File: config.mk
export PLATFORM = sky130hd
export DESIGN_NAME = frame_deframer_xor_fold_check
export DESIGN_NICKNAME = d
export VERILOG_FILES = /design/src/sv/fdx_pkg.sv /design/src/sv/frame_deframer_xor_fold_check.sv /design/src/sv/fdx_in_stage.sv /design/src/sv/fdx_parser.sv
export SDC_FILE = /design/constraint.sdc
export NUM_CORES = 1
export LEC_CHECK = 0
export ABC_AREA = 1
export BUFFER_PORTS_ARGS = -buffer_cell sky130_fd_sc_hd__clkbuf_2
export CAP_MARGIN = 20
export CELL_PAD_IN_SITES_DETAIL_PLACEMENT = 0
export CELL_PAD_IN_SITES_GLOBAL_PLACEMENT = 1
export CORE_ASPECT_RATIO = 1.1
export CORE_UTILIZATION = 39
export CTS_CLUSTER_DIAMETER = 60
export DETAILED_ROUTE_END_ITERATION = 10
export PLACE_DENSITY = 0.82
export SYNTH_ARGS = -nofsm -noshare
export SYNTH_HDL_FRONTEND = slang
export SYNTH_SLANG_ARGS = --single-unit
File: constraint.sdc
create_clock -name clk -period 3.03 [get_ports clk]
set_input_delay 0.303 -clock clk [delete_from_list [all_inputs] [get_ports clk]]
set_output_delay 0.303 -clock clk [all_outputs]
set_load 0.05 [all_outputs]
File: src/sv/fdx_pkg.sv
// Shared types and constants for the frame deframer.
package fdx_pkg;

	localparam int unsigned HDR_BYTES = 8;

	localparam logic [1:0] ST_OK   = 2'd0;
	localparam logic [1:0] ST_CSUM = 2'd1;
	localparam logic [1:0] ST_SIZE = 2'd2;

	typedef struct packed {
		logic       mode;
		logic [7:0] rx_byte;
	} item_t;

	typedef struct packed {
		logic [15:0] msg_id;
		logic [7:0]  body_byte;
		logic        byte_valid;
		logic        frame_end;
		logic [1:0]  status;
	} result_t;

	typedef struct packed {
		logic  vld;
		item_t item;
	} stage_t;

endpackage

File: src/sv/frame_deframer_xor_fold_check.sv
// Frame deframer with XOR-fold checksum check: takes one stream byte per cycle
// (or a restart item) while item_stall is low, parses 8-byte little-endian
// headers (size, message id, checksum) and passes each body byte on with the
// message id; the last body byte, or the header of an empty or undersized
// frame, carries frame_end and the checksum or size verdict. After an error,
// bytes are dropped until a restart item. One item is accepted every cycle
// unless item_stall is high; each item passes an input register and a result
// register, and a stalled result holds both registers back.
module frame_deframer_xor_fold_check
	import fdx_pkg::*;
(
	input  logic    clk,
	input  logic    arst_n,
	input  logic    item_valid,
	output logic    item_stall,
	input  item_t   item,
	output logic    result_valid,
	input  logic    result_stall,
	output result_t result
);

	stage_t stage;
	logic   advance;

	fdx_in_stage u_in_stage (
		.clk        (clk),
		.arst_n     (arst_n),
		.item_valid (item_valid),
		.item_stall (item_stall),
		.item       (item),
		.advance    (advance),
		.stage      (stage)
	);

	fdx_parser u_parser (
		.clk          (clk),
		.arst_n       (arst_n),
		.stage        (stage),
		.advance      (advance),
		.result_valid (result_valid),
		.result_stall (result_stall),
		.result       (result)
	);

endmodule

File: src/sv/fdx_in_stage.sv
// Input register stage of the frame deframer.
module fdx_in_stage
	import fdx_pkg::*;
(
	input  logic   clk,
	input  logic   arst_n,
	input  logic   item_valid,
	output logic   item_stall,
	input  item_t  item,
	input  logic   advance,
	output stage_t stage
);

	logic  vld_s1;
	item_t item_s1;

	// Hold while the occupied register cannot move on.
	assign item_stall = vld_s1 && !advance;

	always_ff @(posedge clk or negedge arst_n) begin
		if (!arst_n) begin
			vld_s1 <= 1'b0;
		end else if (!item_stall) begin
			vld_s1 <= item_valid;
		end
	end

	always_ff @(posedge clk) begin
		if (item_valid && !item_stall) begin
			item_s1 <= item;
		end
	end

	assign stage.vld  = vld_s1;
	assign stage.item = item_s1;

endmodule

File: src/sv/fdx_parser.sv
// Frame parser: header capture, body fold, checksum verdict, result register.
module fdx_parser
	import fdx_pkg::*;
(
	input  logic    clk,
	input  logic    arst_n,
	input  stage_t  stage,
	output logic    advance,
	output logic    result_valid,
	input  logic    result_stall,
	output result_t result
);

	typedef enum logic [1:0] {
		PH_HDR  = 2'd0,
		PH_BODY = 2'd1,
		PH_DROP = 2'd2
	} phase_t;

	phase_t      phase_q,  phase_d;
	logic [2:0]  hcnt_q,   hcnt_d;
	logic [15:0] size_q,   size_d;
	logic [15:0] id_q,     id_d;
	logic [31:0] sent_q,   sent_d;
	logic [31:0] fold_q,   fold_d;
	logic [15:0] idx_q,    idx_d;
	logic        res_vld_q, emit;
	result_t     res_q,    res_d;

	logic [7:0]  b;
	logic [15:0] body_len;
	logic [15:0] whole;
	logic [15:0] idx_inc;
	logic [1:0]  lane;
	logic [31:0] fold_nx;
	logic [31:0] sent_hdr;

	assign advance = stage.vld && (!res_vld_q || !result_stall);
	assign b       = stage.item.rx_byte;

	assign body_len = size_q - 16'(HDR_BYTES);
	assign whole    = {body_len[15:2], 2'b00};
	assign idx_inc  = idx_q + 16'd1;
	// Whole words fold by lane; tail bytes land in bits 7..0.
	assign lane     = (idx_q < whole) ? idx_q[1:0] : 2'd0;
	assign sent_hdr = {b, sent_q[23:0]};

	always_comb begin
		case (lane)
			2'd0:    fold_nx = fold_q ^ {24'd0, b};
			2'd1:    fold_nx = fold_q ^ {16'd0, b, 8'd0};
			2'd2:    fold_nx = fold_q ^ {8'd0, b, 16'd0};
			default: fold_nx = fold_q ^ {b, 24'd0};
		endcase
	end

	always_comb begin
		phase_d = phase_q;
		hcnt_d  = hcnt_q;
		size_d  = size_q;
		id_d    = id_q;
		sent_d  = sent_q;
		fold_d  = fold_q;
		idx_d   = idx_q;
		emit    = 1'b0;
		res_d.msg_id     = id_q;
		res_d.body_byte  = 8'd0;
		res_d.byte_valid = 1'b0;
		res_d.frame_end  = 1'b1;
		res_d.status     = ST_OK;

		if (stage.item.mode) begin
			phase_d = PH_HDR;
			hcnt_d  = 3'd0;
			fold_d  = 32'd0;
			idx_d   = 16'd0;
		end else begin
			unique case (phase_q)
				PH_DROP: begin
				end
				PH_BODY: begin
					emit             = 1'b1;
					res_d.body_byte  = b;
					res_d.byte_valid = 1'b1;
					res_d.frame_end  = 1'b0;
					fold_d           = fold_nx;
					idx_d            = idx_inc;
					if (idx_inc == body_len) begin
						res_d.frame_end = 1'b1;
						res_d.status    = (fold_nx != sent_q) ? ST_CSUM : ST_OK;
						phase_d         = (fold_nx != sent_q) ? PH_DROP : PH_HDR;
						hcnt_d          = 3'd0;
						fold_d          = 32'd0;
						idx_d           = 16'd0;
					end
				end
				default: begin
					case (hcnt_q)
						3'd0:    size_d = {8'd0, b};
						3'd1:    size_d = {b, size_q[7:0]};
						3'd2:    id_d   = {8'd0, b};
						3'd3:    id_d   = {b, id_q[7:0]};
						3'd4:    sent_d = {24'd0, b};
						3'd5:    sent_d = {16'd0, b, sent_q[7:0]};
						3'd6:    sent_d = {8'd0, b, sent_q[15:0]};
						default: sent_d = sent_hdr;
					endcase
					if (hcnt_q != 3'd7) begin
						hcnt_d = hcnt_q + 3'd1;
					end else begin
						hcnt_d = 3'd0;
						fold_d = 32'd0;
						idx_d  = 16'd0;
						if (size_q < 16'(HDR_BYTES)) begin
							emit         = 1'b1;
							res_d.status = ST_SIZE;
							phase_d      = PH_DROP;
						end else if (size_q == 16'(HDR_BYTES)) begin
							emit         = 1'b1;
							res_d.status = (sent_hdr != 32'd0) ? ST_CSUM : ST_OK;
							phase_d      = (sent_hdr != 32'd0) ? PH_DROP : PH_HDR;
						end else begin
							phase_d = PH_BODY;
						end
					end
				end
			endcase
		end
	end

	always_ff @(posedge clk or negedge arst_n) begin
		if (!arst_n) begin
			phase_q   <= PH_HDR;
			hcnt_q    <= 3'd0;
			size_q    <= 16'd0;
			id_q      <= 16'd0;
			sent_q    <= 32'd0;
			fold_q    <= 32'd0;
			idx_q     <= 16'd0;
			res_vld_q <= 1'b0;
			res_q     <= '0;
		end else if (advance) begin
			phase_q   <= phase_d;
			hcnt_q    <= hcnt_d;
			size_q    <= size_d;
			id_q      <= id_d;
			sent_q    <= sent_d;
			fold_q    <= fold_d;
			idx_q     <= idx_d;
			res_vld_q <= emit;
			res_q     <= res_d;
		end else if (!result_stall) begin
			// Drop the result once its transfer completes.
			res_vld_q <= 1'b0;
		end
	end

	assign result_valid = res_vld_q;
	assign result       = res_q;

endmodule

==> results.toml <==
[critical_path]
arrival_ns = 3.96
rrSetupSlack_ns = -0.60
timing_worst_setup_path_type = "flip-flop to flip-flop"
endpoint_kind_of_the_worst_setup_timing_path = "flip-flop"
r2r.worst_path.cells = 30
worst_setup_path_start_kind = "flip-flop"
worst_ep_required_time_ns = 3.36
crit_path_top_delay_cell = "sky130_fd_sc_hd__dfrtp_2"
worstPathMaxFanout = 4
critical_path.reg2reg.endpoint = "u_parser.phase_q[1]"
critical_path.startpoint = "u_parser.size_q[6]"
slowest_delay_ns = 0.45
critical_path.most_common_cell = "sky130_fd_sc_hd__nand2_2"
rr_startpoint = "u_parser.size_q[6]"

[synthesis]
synth.cell_area_mm2 = 0.00892
net_count_synth = 1166
netlist_top_cells_area = "sky130_fd_sc_hd__dfrtp_1 (41%), sky130_fd_sc_hd__nand2_1 (14%), sky130_fd_sc_hd__nand3_1 (6.1%), sky130_fd_sc_hd__inv_1 (5.7%), sky130_fd_sc_hd__o21ai_0 (3.4%)"
netlist.top_cell.by_area = "sky130_fd_sc_hd__dfrtp_1"
post_synth_num_cell_types = 41
synth-main-ff-cell = "sky130_fd_sc_hd__dfrtp_1"
seq_area_frac_synth = 0.443
async_set_or_reset_flop_fraction_in_the_synthesized_netlist = 0.942
postSynthRegisterBits = 156
synth-warning-count = 0
netlist_instances = 1130
synth-edff-count = 9
fraction_of_synthesized_cell_area_taken_by_the_top_area_cell_type = 0.412
synth.avg_cell_area_um2 = 7.89

[place]
gp_routability_congestion = 0.843
detail_placement_hpwl_mm = 17.7
placement.io_buffers = 42
dp_slack_ns = -0.899
numPlacedInstances = 1545

[sta]
max_freq_ghz = 0.275
timing.max_slew.rel_slack = 0.268
final.period_utilization = 1.20
worst_clock_skew_ns = 0.0113
max_slew.worst_pin.slew_ns = 1.09
final.min_clock_period_ns = 3.63
setup_viol = 21
final_count_of_hold_timing_violations = 0
report.final.slew_viol_count = 0
fin_tns_setup_ns = -2.10
fin_ws_ns = -0.603
setup_repair_after_global_routing_missed_its_margin = "yes"

[route]
remaining_drc_errors = 0
route.antenna.remaining_nets = 0
number_of_detailed_route_iterations_in_the_first_pass = 5
dr_vias_cell = 5.23
routed-via-count = 8404
dr.first_iter.drc_count = 501
postRouteWirelength_mm = 26.5
post_drt_wl_per_cell_um = 16.5

[floorplanning]
core_area_mm2 = 0.0223
dieHeight_um = 161
die-area_mm2 = 0.0235
fp-row-count = 57
die_x_um = 146
start_util = 0.401
top_level_ports = 43

[clock_network]
clock_tree.htree_level_count = 4
cts.clk_slew.worst_paths_ns = 0.07
tritoncts_clock_tree = "yes"
clk_path_buf_depth = 2
cts_inserted_buffers = 17
cts_sinks = 156
cts_root_buf = "sky130_fd_sc_hd__clkbuf_16"
worst_skew_pair.late_latency_ns = 0.44

[finish]
drive_gt1_frac = 0.283
final_nets = 1336
layout.cells.most_common_list = "sky130_fd_sc_hd__nand2_1 (278), sky130_fd_sc_hd__dfrtp_1 (145), sky130_fd_sc_hd__inv_1 (131)"
area_growth_syn_to_layout_pct = 33.1
layout.cells.non_filler = 1608
mostFrequentLayoutCell = "sky130_fd_sc_hd__nand2_1"
n_antenna_cell = 0

[run_status]
failed_checks = "setup timing"
run_status = "finished, violations left"

[grt]
grt_overflow_total = 0
grt_total_usage = 0.230
grt_pass1_wl_mm = 42.2
via_count_of_the_first_global_routing_pass = 7935
grt_start_max_net_pins = 66
grt_antenna_before_repair = 0

[worst_hold_path]
hold-path-cell-count = 1
min_delay_worst_endpoint = "u_in_stage.stage[2]"
hold_path_startpoint = "item[2]"
holdCritPathClass = "input port to flip-flop"

[run]
timing.max_cap.violations = 0

[power]
peakVddDrop_uv = 523
power_leakage_nw = 5.51
power.density_cell_area_mw_per_mm2 = 884
## area by class of cell
type,count,area (um2)
Clock buffer,17,425
Clock inverter,15,203
Fill cell,2082,10400
Inverter,138,518
Multi-Input combinational cell,796,4800
Sequential cell,156,3950
Tap cell,295,369
Timing Repair Buffer,191,1610
## Yosys cell counts, drive strengths merged, types with 19 or more instances
library cell  count
dfrtp           147
nand4            32
xor2             21
ha               23
o21ai            68
o31ai            19
o22ai            59
nand3           112
clkbuf           26
nand2           326
inv             137
nor2             63
## layer usage
layer | GRT usage | vias to the layer above | part of all wire
met5 | 0 | - | 0
met4 | 0.0653 | 0 | 0.015
met3 | 0.0338 | 34 | 0.040
met2 | 0.369 | 173 | 0.48
met1 | 0.322 | 4087 | 0.47
li1 | - | 4110 | -
## sequential cells by signal (all words and copies together), names as in the netlist
signal                 count
u_in_stage.stage           9
u_parser.sent_q           32
u_parser.result           28
u_parser.id_q             16
u_parser.fold_q           32
u_parser.idx_q            16
u_parser.hcnt_q            3
u_parser.phase_q           2
u_parser.result_valid      1
u_parser.size_q           16
u_in_stage.vld_s1          1
## power by group
part / switching (mW) / total [mW] / internal [mW] / leakage, nW
registers: 0.360 / 2.99 / 2.63 / 1.99
clock network: 1.06 / 2.25 / 1.20 / 0.303
logic: 3.20 / 5.25 / 2.05 / 3.22
total: 4.61 / 10.5 / 5.87 / 5.51
## worst max-delay path, delay by kind of cell, from the launching register on
kind / cells / cell delay, ns
flip-flops: 1 / 0.45
buffers and inverters: 5 / 0.53
XOR/XNOR: 1 / 0.18
adder cells (fa/ha/maj): 1 / 0.24
AO/OA/AOI/OAI: 2 / 0.25
AND/OR/NAND/NOR: 21 / 1.88
## worst max-delay path by stage
stage                                     end  slack (ns)
after global placement    u_parser.phase_q[1]       -0.81
after floorplan           u_parser.phase_q[1]       -0.15
after detailed placement  u_parser.phase_q[1]       -0.90
after global routing      u_parser.phase_q[1]       -0.79
final                     u_parser.phase_q[1]       -0.60
after CTS                 u_parser.phase_q[1]       -0.57
## cells by family after synthesis
group                      after synthesis  synth area share
and+or+nand+nor                        569             0.281
adders and majority gates               23            0.0323
AOI/OAI and AO/OA                      168             0.126
xor gates and xnor gates                36            0.0370
buffers and inverters                  178            0.0819
DFF                                    156             0.443
## through the flow
stage / util / hold WS, ns / total power [mW] / area [um2]
floorplan: - / 0.00741 / 5.95 / 9010
global placement: 0.466 / 0.337 / 7.48 / 10400
detailed placement: 0.466 / 0.336 / 7.54 / 10400
CTS: 0.510 / 0.0333 / 10.2 / 11300
global route: 0.533 / 0.0351 / 11.2 / 11900
finish: 0.533 / 0.0436 / 10.5 / 11900
## timing repair
item                                    in CTS  in global routing
endpoints found under the setup margin      33                 34
endpoints found under the hold margin       60                  0
hold buffers                                 1                  0
pin swaps                                   34                 69
cloned                                       1                  1
buffers inserted                            14                 18
resized for setup                           58                 95
Note: power is estimated with default switching activity, not from simulation.
